===== config.mk =====
export PLATFORM = sky130hd
export DESIGN_NAME = elite_archive_insert
export DESIGN_NICKNAME = d
export VERILOG_FILES = /design/src/rtl/core/eai_pkg.sv /design/src/rtl/core/eai_ram.sv /design/src/rtl/core/eai_ctrl.sv /design/src/rtl/core/eai_dpath.sv /design/src/rtl/core/elite_archive_insert.sv
export SDC_FILE = /design/constraint.sdc
export NUM_CORES = 2
export LEC_CHECK = 0
export BUFFER_PORTS_ARGS = -buffer_cell sky130_fd_sc_hd__buf_4
export CORE_MARGIN = 3
export CORE_UTILIZATION = 40
export CTS_CLUSTER_SIZE = 10
export DETAILED_ROUTE_END_ITERATION = 10
export GPL_TIMING_DRIVEN = 0
export HOLD_SLACK_MARGIN = 0.15
export PLACE_DENSITY = 0.63
export SYNTH_ARGS = -nofsm -noshare
export SYNTH_HDL_FRONTEND = slang
export SYNTH_SLANG_ARGS = --single-unit
export TNS_END_PERCENT = 50

===== constraint.sdc =====
create_clock -name clk -period 6.5 [get_ports clk]
set_clock_uncertainty 0.05 [all_clocks]
set_input_delay 0 -clock clk [delete_from_list [all_inputs] [get_ports clk]]
set_output_delay 0 -clock clk [all_outputs]
set_load 0.05 [all_outputs]

===== src/rtl/core/eai_pkg.sv =====
// ----------------------------------------------------------------------------
// eai_pkg
// Shared types, sizes and codes of the elite archive insert block.
// ----------------------------------------------------------------------------
package eai_pkg;

	localparam int NICHES    = 64;
	localparam int NICHE_W   = $clog2(NICHES);
	localparam int DIVC_W    = $clog2(NICHE_W + 1);
	localparam int DATA_W    = 32;
	localparam int OUT_IDX_W = 6;
	localparam int CFG_IDX_W = 1;

	// Configuration register indexes.
	localparam logic [CFG_IDX_W-1:0] CFG_LOW_BOUND  = 1'b0;
	localparam logic [CFG_IDX_W-1:0] CFG_HIGH_BOUND = 1'b1;

	localparam logic signed [DATA_W-1:0] LOW_BOUND_RST  = 32'sd0;
	localparam logic signed [DATA_W-1:0] HIGH_BOUND_RST = 32'sd65536;

	typedef struct packed {
		logic signed [DATA_W-1:0] cand_value;
		logic signed [DATA_W-1:0] cand_score;
	} in_item_t;

	typedef struct packed {
		logic                     accepted;
		logic [OUT_IDX_W-1:0]     niche_index;
		logic [DATA_W-1:0]        offers_seen;
		logic [DATA_W-1:0]        offers_rejected;
		logic [OUT_IDX_W-1:0]     top_niche;
		logic signed [DATA_W-1:0] top_value;
		logic signed [DATA_W-1:0] top_score;
	} out_item_t;

	typedef enum logic [2:0] {
		ST_IDLE,
		ST_PREP,
		ST_DIV,
		ST_READ,
		ST_COMMIT
	} state_t;

	typedef struct packed {
		logic load_in;
		logic prep;
		logic div_step;
		logic rd_en;
		logic commit;
	} cmd_t;

	typedef struct packed {
		logic edge_bin;
		logic div_last;
		logic out_busy;
	} status_t;

endpackage


===== src/rtl/core/eai_ram.sv =====
// ----------------------------------------------------------------------------
// eai_ram
// Generic single write port, single read port RAM with registered read data.
// ----------------------------------------------------------------------------
module eai_ram #(
	parameter int WIDTH = 32,
	parameter int DEPTH = 64
) (
	input  logic                     clk,
	input  logic                     we,
	input  logic [$clog2(DEPTH)-1:0] waddr,
	input  logic [WIDTH-1:0]         wdata,
	input  logic                     re,
	input  logic [$clog2(DEPTH)-1:0] raddr,
	output logic [WIDTH-1:0]         rdata
);

	logic [WIDTH-1:0] mem_q [DEPTH];

	always_ff @(posedge clk) begin
		if (we) begin
			mem_q[waddr] <= wdata;
		end
		if (re) begin
			rdata <= mem_q[raddr];
		end
	end

endmodule


===== src/rtl/core/eai_ctrl.sv =====
// ----------------------------------------------------------------------------
// eai_ctrl
// Sequencer for one offer: bin, divide unless the value lands in an edge niche, read the niche, then commit.
// ----------------------------------------------------------------------------
module eai_ctrl
	import eai_pkg::*;
(
	input  logic    clk,
	input  logic    arst_n,
	input  logic    in_valid,
	output logic    in_stall,
	input  status_t status,
	output cmd_t    cmd
);

	state_t state_q;
	state_t state_next;

	always_ff @(posedge clk or negedge arst_n) begin
		if (!arst_n) begin
			state_q <= ST_IDLE;
		end else begin
			state_q <= state_next;
		end
	end

	always_comb begin
		state_next = state_q;
		case (state_q)
			ST_IDLE: begin
				if (in_valid) begin
					state_next = ST_PREP;
				end
			end
			ST_PREP: begin
				state_next = status.edge_bin ? ST_READ : ST_DIV;
			end
			ST_DIV: begin
				if (status.div_last) begin
					state_next = ST_READ;
				end
			end
			ST_READ: begin
				state_next = ST_COMMIT;
			end
			ST_COMMIT: begin
				if (!status.out_busy) begin
					state_next = ST_IDLE;
				end
			end
			default: begin
				state_next = ST_IDLE;
			end
		endcase
	end

	always_comb begin
		cmd      = '0;
		in_stall = 1'b1;
		case (state_q)
			ST_IDLE: begin
				in_stall    = 1'b0;
				cmd.load_in = in_valid;
			end
			ST_PREP: begin
				cmd.prep = 1'b1;
			end
			ST_DIV: begin
				cmd.div_step = 1'b1;
			end
			ST_READ: begin
				cmd.rd_en = 1'b1;
			end
			ST_COMMIT: begin
				cmd.commit = !status.out_busy;
			end
			default: begin
				in_stall = 1'b1;
			end
		endcase
	end

endmodule


===== src/rtl/core/eai_dpath.sv =====
// ----------------------------------------------------------------------------
// eai_dpath
// Binning divider, niche score store, counters, best tracking, output register.
// ----------------------------------------------------------------------------
module eai_dpath
	import eai_pkg::*;
(
	input  logic                 clk,
	input  logic                 arst_n,
	input  in_item_t             in_data,
	input  logic                 cfg_we,
	input  logic [CFG_IDX_W-1:0] cfg_index,
	input  logic [DATA_W-1:0]    cfg_data,
	input  cmd_t                 cmd,
	output status_t              status,
	output logic                 out_valid,
	input  logic                 out_stall,
	output out_item_t            out_data
);

	localparam int PROD_W = DATA_W + NICHE_W;

	logic signed [DATA_W-1:0] low_bound_q;
	logic signed [DATA_W-1:0] high_bound_q;

	logic signed [DATA_W-1:0] value_q;
	logic signed [DATA_W-1:0] score_q;
	logic signed [DATA_W:0]   span_q;
	logic signed [DATA_W:0]   offset_q;

	logic [DATA_W-1:0]  rem_q;
	logic [NICHE_W-1:0] quo_q;
	logic [DIVC_W-1:0]  div_cnt_q;

	logic [NICHES-1:0] filled_q;
	logic [DATA_W-1:0] offer_cnt_q;
	logic [DATA_W-1:0] reject_cnt_q;

	logic                     best_valid_q;
	logic [NICHE_W-1:0]       best_cell_q;
	logic signed [DATA_W-1:0] best_val_q;
	logic signed [DATA_W-1:0] best_score_q;

	logic      out_valid_q;
	out_item_t out_q;

	logic signed [DATA_W:0] span_in;
	logic signed [DATA_W:0] offset_in;
	logic                   below_range;
	logic                   above_range;
	logic [PROD_W-1:0]      dividend;
	logic [DATA_W:0]        rem_shift;
	logic [DATA_W:0]        span_mag;
	logic                   qbit;

	logic [DATA_W-1:0]        rd_score;
	logic                     acc;
	logic                     best_upd;
	logic [DATA_W-1:0]        offer_next;
	logic [DATA_W-1:0]        reject_next;
	logic [NICHE_W-1:0]       best_cell_next;
	logic signed [DATA_W-1:0] best_val_next;
	logic signed [DATA_W-1:0] best_score_next;

	always_ff @(posedge clk or negedge arst_n) begin
		if (!arst_n) begin
			low_bound_q  <= LOW_BOUND_RST;
			high_bound_q <= HIGH_BOUND_RST;
		end else if (cfg_we) begin
			case (cfg_index)
				CFG_LOW_BOUND:  low_bound_q  <= cfg_data;
				CFG_HIGH_BOUND: high_bound_q <= cfg_data;
				default: begin
				end
			endcase
		end
	end

	// Range arithmetic is done one bit wider so that no difference overflows.
	assign span_in   = {high_bound_q[DATA_W-1], high_bound_q}
		- {low_bound_q[DATA_W-1], low_bound_q};
	assign offset_in = {in_data.cand_value[DATA_W-1], in_data.cand_value}
		- {low_bound_q[DATA_W-1], low_bound_q};

	always_ff @(posedge clk) begin
		if (cmd.load_in) begin
			value_q  <= in_data.cand_value;
			score_q  <= in_data.cand_score;
			span_q   <= span_in;
			offset_q <= offset_in;
		end
	end

	assign below_range = span_q[DATA_W] || (span_q == '0) || offset_q[DATA_W];
	assign above_range = offset_q >= span_q;
	assign dividend    = PROD_W'(offset_q[DATA_W-1:0]) * PROD_W'(NICHES);

	// Restoring division of offset*NICHES by the span. When the offset is below
	// the span, the upper part of the dividend is already below the span, so one
	// quotient bit per cycle over the low dividend bits finishes the job.
	assign span_mag  = {1'b0, span_q[DATA_W-1:0]};
	assign rem_shift = {rem_q, quo_q[NICHE_W-1]};
	assign qbit      = rem_shift >= span_mag;

	always_ff @(posedge clk or negedge arst_n) begin
		if (!arst_n) begin
			div_cnt_q <= '0;
		end else if (cmd.prep) begin
			div_cnt_q <= '0;
		end else if (cmd.div_step) begin
			div_cnt_q <= div_cnt_q + 1'b1;
		end
	end

	always_ff @(posedge clk) begin
		if (cmd.prep) begin
			rem_q <= dividend[PROD_W-1:NICHE_W];
			if (below_range) begin
				quo_q <= '0;
			end else if (above_range) begin
				quo_q <= NICHE_W'(NICHES - 1);
			end else begin
				quo_q <= dividend[NICHE_W-1:0];
			end
		end else if (cmd.div_step) begin
			rem_q <= qbit ? DATA_W'(rem_shift - span_mag) : DATA_W'(rem_shift);
			quo_q <= NICHE_W'({quo_q, qbit});
		end
	end

	// Only scores are kept per niche: a stored value is reported only while it
	// is the best, and that copy lives in the best registers.
	eai_ram #(
		.WIDTH(DATA_W),
		.DEPTH(NICHES)
	) u_score_ram (
		.clk  (clk),
		.we   (cmd.commit && acc),
		.waddr(quo_q),
		.wdata(score_q),
		.re   (cmd.rd_en),
		.raddr(quo_q),
		.rdata(rd_score)
	);

	assign acc = !filled_q[quo_q] || (score_q > $signed(rd_score));

	assign best_upd = acc && (!best_valid_q || (score_q > best_score_q)
		|| ((score_q == best_score_q) && (quo_q < best_cell_q))
		|| (quo_q == best_cell_q));

	assign offer_next      = offer_cnt_q + 1'b1;
	assign reject_next     = acc ? reject_cnt_q : reject_cnt_q + 1'b1;
	assign best_cell_next  = best_upd ? quo_q : best_cell_q;
	assign best_val_next   = best_upd ? value_q : best_val_q;
	assign best_score_next = best_upd ? score_q : best_score_q;

	always_ff @(posedge clk or negedge arst_n) begin
		if (!arst_n) begin
			filled_q     <= '0;
			offer_cnt_q  <= '0;
			reject_cnt_q <= '0;
			best_valid_q <= 1'b0;
			best_cell_q  <= '0;
			best_val_q   <= '0;
			best_score_q <= '0;
		end else if (cmd.commit) begin
			if (acc) begin
				filled_q[quo_q] <= 1'b1;
			end
			offer_cnt_q  <= offer_next;
			reject_cnt_q <= reject_next;
			if (best_upd) begin
				best_valid_q <= 1'b1;
			end
			best_cell_q  <= best_cell_next;
			best_val_q   <= best_val_next;
			best_score_q <= best_score_next;
		end
	end

	always_ff @(posedge clk or negedge arst_n) begin
		if (!arst_n) begin
			out_valid_q <= 1'b0;
		end else if (cmd.commit) begin
			out_valid_q <= 1'b1;
		end else if (!out_stall) begin
			out_valid_q <= 1'b0;
		end
	end

	always_ff @(posedge clk) begin
		if (cmd.commit) begin
			out_q.accepted        <= acc;
			out_q.niche_index     <= OUT_IDX_W'(quo_q);
			out_q.offers_seen     <= offer_next;
			out_q.offers_rejected <= reject_next;
			out_q.top_niche       <= OUT_IDX_W'(best_cell_next);
			out_q.top_value       <= best_val_next;
			out_q.top_score       <= best_score_next;
		end
	end

	assign status.edge_bin = below_range || above_range;
	assign status.div_last = div_cnt_q == DIVC_W'(NICHE_W - 1);
	assign status.out_busy = out_valid_q && out_stall;

	assign out_valid = out_valid_q;
	assign out_data  = out_q;

endmodule


===== src/rtl/core/elite_archive_insert.sv =====
// A result is presented after the PREP, READ and COMMIT states when the value falls
// below or at/above the configured range or that range is empty or inverted, and
// after the DIV states of the binning divider's bit-per-cycle quotient loop as well
// otherwise; COMMIT waits while the output register is held. The next offer is taken
// in the cycle after the commit, while a finished result still waits in the output register.
// Reset marks all niches empty, clears the counters and best entry, and loads 0.0 .. 1.0.
// ----------------------------------------------------------------------------
// elite_archive_insert
// One-dimensional elite archive: bins each candidate into a niche and keeps
// the highest-scoring candidate of every niche and of the whole archive.
// ----------------------------------------------------------------------------
module elite_archive_insert
	import eai_pkg::*;
(
	input  logic                 clk,
	input  logic                 arst_n,
	input  logic                 in_valid,
	output logic                 in_stall,
	input  in_item_t             in_data,
	output logic                 out_valid,
	input  logic                 out_stall,
	output out_item_t            out_data,
	input  logic                 cfg_we,
	input  logic [CFG_IDX_W-1:0] cfg_index,
	input  logic [DATA_W-1:0]    cfg_data
);

	cmd_t    cmd;
	status_t status;

	eai_ctrl u_ctrl (
		.clk     (clk),
		.arst_n  (arst_n),
		.in_valid(in_valid),
		.in_stall(in_stall),
		.status  (status),
		.cmd     (cmd)
	);

	eai_dpath u_dpath (
		.clk      (clk),
		.arst_n   (arst_n),
		.in_data  (in_data),
		.cfg_we   (cfg_we),
		.cfg_index(cfg_index),
		.cfg_data (cfg_data),
		.cmd      (cmd),
		.status   (status),
		.out_valid(out_valid),
		.out_stall(out_stall),
		.out_data (out_data)
	);

endmodule


# Word level (Yosys, flattened, before mapping)
# Memory sizes are Yosys's and may differ from the RTL's. A register that Yosys moved wholly into a read port is not among the register bits.
# Index checks and enable logic that the tools add are counted.
# W data, S select, Z words.
dict set report op_classes {
  n_addsub 6
  multipliers 0
  div 0
  magnitude_cmp 7
  eq_ne 11
  shifts 0
  mux 32
  bitwise 2
  n_reduce_logical 23
}
# operator n
set op_table {}
lappend op_table {{$mux W32} 6}
lappend op_table {{$sub A32 B32 Y33} 2}
lappend op_table {{$add A32 B1 Y32 const B} 2}
lappend op_table {{$gt A32 B32 Y1} 2}
lappend op_table {{$or A64 B64 Y64} 1}
lappend op_table {{$ge A33 B32 Y1} 1}
lappend op_table {{$ge A33 B33 Y1} 1}
lappend op_table {{$logic_not A33 Y1} 1}
lappend op_table {{$eq A32 B32 Y1} 1}
lappend op_table {{$sub A32 B32 Y32} 1}
lappend op_table {{$mux W6} 5}
lappend op_table {{$mux W3} 5}
lappend op_table {{$pmux W3 S5} 1}
lappend op_table {{$mux W1} 13}
lappend op_table {{$reduce_and A2 Y1} 4}
lappend op_table {{$logic_or A1 B1 Y1} 7}
lappend op_table {{$lt A6 B7 Y1 const B} 1}
lappend op_table {{$bmux W1 S6} 1}
lappend op_table {{$demux W1 S6} 1}
lappend op_table {{$eq A3 B2 Y1 const B} 2}
lappend op_table {{$eq A3 B3 Y1 const B} 2}
lappend op_table {{$eq A6 B6 Y1} 1}
lappend op_table {{$ge A6 B1 Y1 const B} 1}
lappend op_table {{$lt A6 B6 Y1} 1}
lappend op_table {{10 further kinds} 18}
dict set report totals {
  regBits 579
  latch_bits 0
  ram_bits 2048
  mem_bits_ro 0
  inputBits 102
  output_inout_bits 143
  elab_cells 107
  mem_count 1
}
# name depth word_bits rd rd_clocked_by_memory_dff write_ports line
set memory_table {}
lappend memory_table {u_dpath.u_score_ram.mem_q 64 32 1 1 1 eai_ram.sv:18} ;# logic [WIDTH-1:0] mem_q [DEPTH];

# Depth between registers and ports, before layout
dict set report logic_depth {
  depth_word 7
  mapped_depth 14
  ltp_nobuf 12
}

# Hierarchy
# Synthesis repeated with hierarchy kept, for this count alone.
dict set report unflattened {
  cells_unflattened 5850
  area_unflattened_um2 109124.7
}
# mod instances cells_per_inst area_per_inst_um2 seq_area_each_um2
set by_module_without_submodules {}
lappend by_module_without_submodules {eai_ram 1 3324 78835.6 62459.9}
lappend by_module_without_submodules {eai_dpath 1 2505 30073.8 15961.6}
lappend by_module_without_submodules {eai_ctrl 1 21 215.2 75.1}

# Worst setup path after synthesis
# No wires, ideal clock.
dict set report synth_timing {
  kind {register to register}
  startpoint {reg u_ctrl.state_q[2]}
  endpoint {reg u_dpath.offset_q[0], enable pin}
  setup_ns 0.621
  arrival_time_ns 6.680
  t_required_ns 5.829
  setup_slack_ns -0.852
  stages_incl_launch_ff 4
  path_buffers 1
  period_less_slack_ns 7.352
  path_cell_list {dfrtp_1 > clkbuf_1 > or3_1 > nor2_1}
}
# element line
set synth_lines {}
lappend synth_lines {{start: declaration} eai_ctrl.sv:16} ;# state_t state_q;
lappend synth_lines {{start signal: assignment} eai_ctrl.sv:23} ;# state_q <= state_next;
lappend synth_lines {{end signal: assignment} eai_dpath.sv:90} ;# offset_q <= offset_in;
lappend synth_lines {{end: declaration} eai_dpath.sv:29} ;# logic signed [DATA_W:0] offset_q;

==> metrics.yaml <==
status: "complete, but fails checks"
failed_checks: "DRC, capacitance limit, slew limit"
clk_pin_slew_ns: 0.06
path_buf_inv: 5
r2r_start: "u_dpath.quo_q[0]"
synthToLayoutAreaGrowth_pct: 21.43
row_count: 187
slew_viol_final: 408
synth_seq_area_share: 0.7473
die-area_mm2: 0.2688
period_share: 0.9708
seqCellArea_mm2: 0.07850
final_common_cell: "edfxtp_1"
place.gp.congestion: 0.9590
grt_pass1_wl_mm: 560.7
synth_top_area_frac: 0.6829
yosysWarnings: 0
power_per_cell_area_mw_per_mm2: 456.1
final_cell_area_mm2: 0.1276
slowest_delay_ns: 1.07
synth_edf_count: 2389
syn_nets: 6790
drc_errors: 1
peakVddDrop_uv: 320.5
nNetsFinal: 7789
rsz0062_at_grt: "false"
crit_family: "buffers and inverters"
clk_latency_ns: 1.00
critPathMaxFanout: 10
crit_top_cell: "buf_2"
max_freq_mhz: 158.5
cp_slowest_cell: "buf_1"
synth_cell_types: 93
root_buffer: "clkbuf_16"
synth-async-reset-ratio: 0.1015
power_leakage_nw: 43.11
syn_area_per_cell_um2: 16.21
num_vias: 72890
grt.total_usage: 0.3016
layout-drive-gt1-share: 0.1541
yosys.area.top_type: "edfxtp_1"
drtIter0Drc: 12970
core_area_mm2: 0.2604
antenna_found_initial: 45
synthFlopType: "edfxtp_1"
postSynthCellCount: 6482
numPortBuffers: 244
synth-seq-cells: 2659
cts_sinks: 2659
ios: 245
holdWs_ns: 0.1961
power.total_mw: 58.17
critPathKind: "register to register"
worst-endpoint-arrival_ns: 7.11
cp_cell_sequence: "inv_2 -> clkbuf_1 -> nor3_1 -> buf_2 -> buf_2 -> buf_1 -> a22oi_1 -> a31oi_1 -> nor4_2 -> nand3_1"
finalSetupViolCount: 0
hold_violations: 0
cts_setup_buffers: 0
wl_per_cell_um: 37.81
postPlaceCellArea_mm2: 0.1164
die_w_um: 518.5
globalRouteOverflowTotal: 0
cts_tree: "done"
cts_buffer_depth: 4
avgViaCountPerCell: 6.569
hold_path.class: "input pin to async pin"
syn_area_mm2: 0.1050
timing.rr.end: "u_dpath.u_score_ram.rdata[17]"
max-slew-margin-rel: -0.1292
r2r_cells: 10
setup.worst_path.start_class: "register"
drt_pass1_iterations: 11
synth_area_leaders: "edfxtp_1 68%, dfrtp_1 6.4%, a22oi_1 5.1%, ha_1 2.4%, a22o_1 1.2%"
cts_buffers: 320
grt_max_degree: 98
die_h_um: 518.5
fin_crit_ns: 6.310
utilization: 0.4898
most-common-layout-cells: "2389 x edfxtp_1, 714 x a22oi_1, 327 x clkbuf_16"
routed_wl_mm: 419.5
worst_slew_pin_slew_ns: 1.694
r2r_slack_ns: 0.19
critPathRequiredTime_ns: 7.30
maxCapViolCount: 42
multiInputGateArea_mm2: 0.02498
dp_hpwl_mm: 279.4
start_util: 0.4034
endpoint_kind: "register"
grt_pass1_vias: 68540
nFillCells: 21320
htree_levels: 5
ant_nets: 0
[report_power, final]
| part | internal (mW) | total, mW | switching (mW) |
|---|---|---|---|
| logic | 6.00 | 20.8 | 14.7 |
| clock network | 9.12 | 15.8 | 6.63 |
| registers | 20.9 | 21.7 | 0.805 |
| total | 36.0 | 58.2 | 22.2 |
[Yosys cell counts (all sizes together) (89+ instances only)]
cell type	instances
mux2	177
nand3	120
a21oi	186
nor2	217
buf	159
inv	182
a22oi	714
a31oi	159
edfxtp	2389
a22o	146
ha	203
xnor2	110
nand2	171
clkbuf	199
dfrtp	269
o21ai	115
nand4	101
xor2	89
a221oi	145
[tightest hold or removal path: stages]
cell           delay (ns)
dlygate4sd3_1        0.53
dlygate4sd3_1        0.59
buf_8                0.14
buf_16               0.33
[cells by family after synthesis]
kind of cell    count (synthesis)  share of synthesized area
buf+inv                       542                    0.02082
compound gates               1816                     0.1263
flops                        2659                     0.7473
simple gates                  863                    0.04267
mux                           197                    0.02159
fa+ha+maj                     206                    0.02475
xor+xnor                      199                    0.01659
[through the flow]
stage / TNS (ns) / instances / setup WS, ns
2_1_floorplan: 0 / 6482 / 0.3129
3_3_place_gp: -6429.32 / 10220 / -3.430
3_5_place_dp: 0 / 10420 / 0.6953
4_1_cts: 0 / 11060 / 0.7104
5_1_grt: 0 / 11070 / 0.6160
6_report: 0 / 11100 / 0.1896
[worst max path at each step]
| stage | startpoint | endpoint | slack (ns) | depth (start not counted) |
|---|---|---|---|---|
| finish | u_dpath.quo_q[0] | u_dpath.u_score_ram.rdata[17] | 0.19 | 10 |
| global placement | u_dpath.score_q[4] | u_dpath.u_score_ram.mem_q[47][14] | -3.43 | 11 |
| detailed placement | u_dpath.quo_q[0] | u_dpath.u_score_ram.rdata[17] | 0.70 | 10 |
| global route | u_dpath.quo_q[0] | u_dpath.u_score_ram.rdata[17] | 0.62 | 10 |
| CTS | u_dpath.quo_q[0] | u_dpath.u_score_ram.rdata[17] | 0.71 | 10 |
| floorplan | u_dpath.out_valid | u_dpath.offer_cnt_q[11] | 0.31 | 7 |
[routing by layer]
| metal | track usage | vias up | part of all wire |
|---|---|---|---|
| li1 | - | 28110 | - |
| met1 | 0.3659 | 36100 | 0.34 |
| met2 | 0.4379 | 6887 | 0.42 |
| met3 | 0.1201 | 1775 | 0.15 |
| met4 | 0.2130 | 18 | 0.088 |
| met5 | 0.002312 | - | 0.00045 |
[registers in the layout, summed over array words and instances (netlist names)]
name / count
u_dpath.u_score_ram.mem_q: 2048
u_dpath.out_data: 141
u_dpath.filled_q: 64
u_dpath.offset_q: 33
u_dpath.span_q: 33
u_dpath.best_score_q: 32
u_dpath.best_val_q: 32
u_dpath.high_bound_q: 32
u_dpath.low_bound_q: 32
u_dpath.offer_cnt_q: 32
u_dpath.reject_cnt_q: 32
u_dpath.rem_q: 32
u_dpath.score_q: 32
u_dpath.u_score_ram.rdata: 32
u_dpath.value_q: 32
u_dpath.best_cell_q: 6
u_dpath.quo_q: 6
u_ctrl.state_q: 3
u_dpath.div_cnt_q: 3
u_dpath.best_valid_q: 1
u_dpath.out_valid: 1
[layout make-up]
| class | instances | share of cell area |
|---|---|---|
| antenna | 31 | 0.0006082 |
| buffer | 358 | 0.01224 |
| clock buffer | 394 | 0.06636 |
| clock inverter | 15 | 0.001462 |
| inverter | 184 | 0.005415 |
| multi-input combinational | 3281 | 0.1958 |
| sequential | 2659 | 0.6154 |
| tap | 3496 | 0.03429 |
| timing repair buffer | 677 | 0.06838 |
[what timing repair did]
item,4_1_cts,5_1_grt
endpoints found under the hold margin,466,0
setup endpoints to repair,0,0
gates resized for setup,0,0
hold buffers,231,0
(Power assumes the default switching activity.)
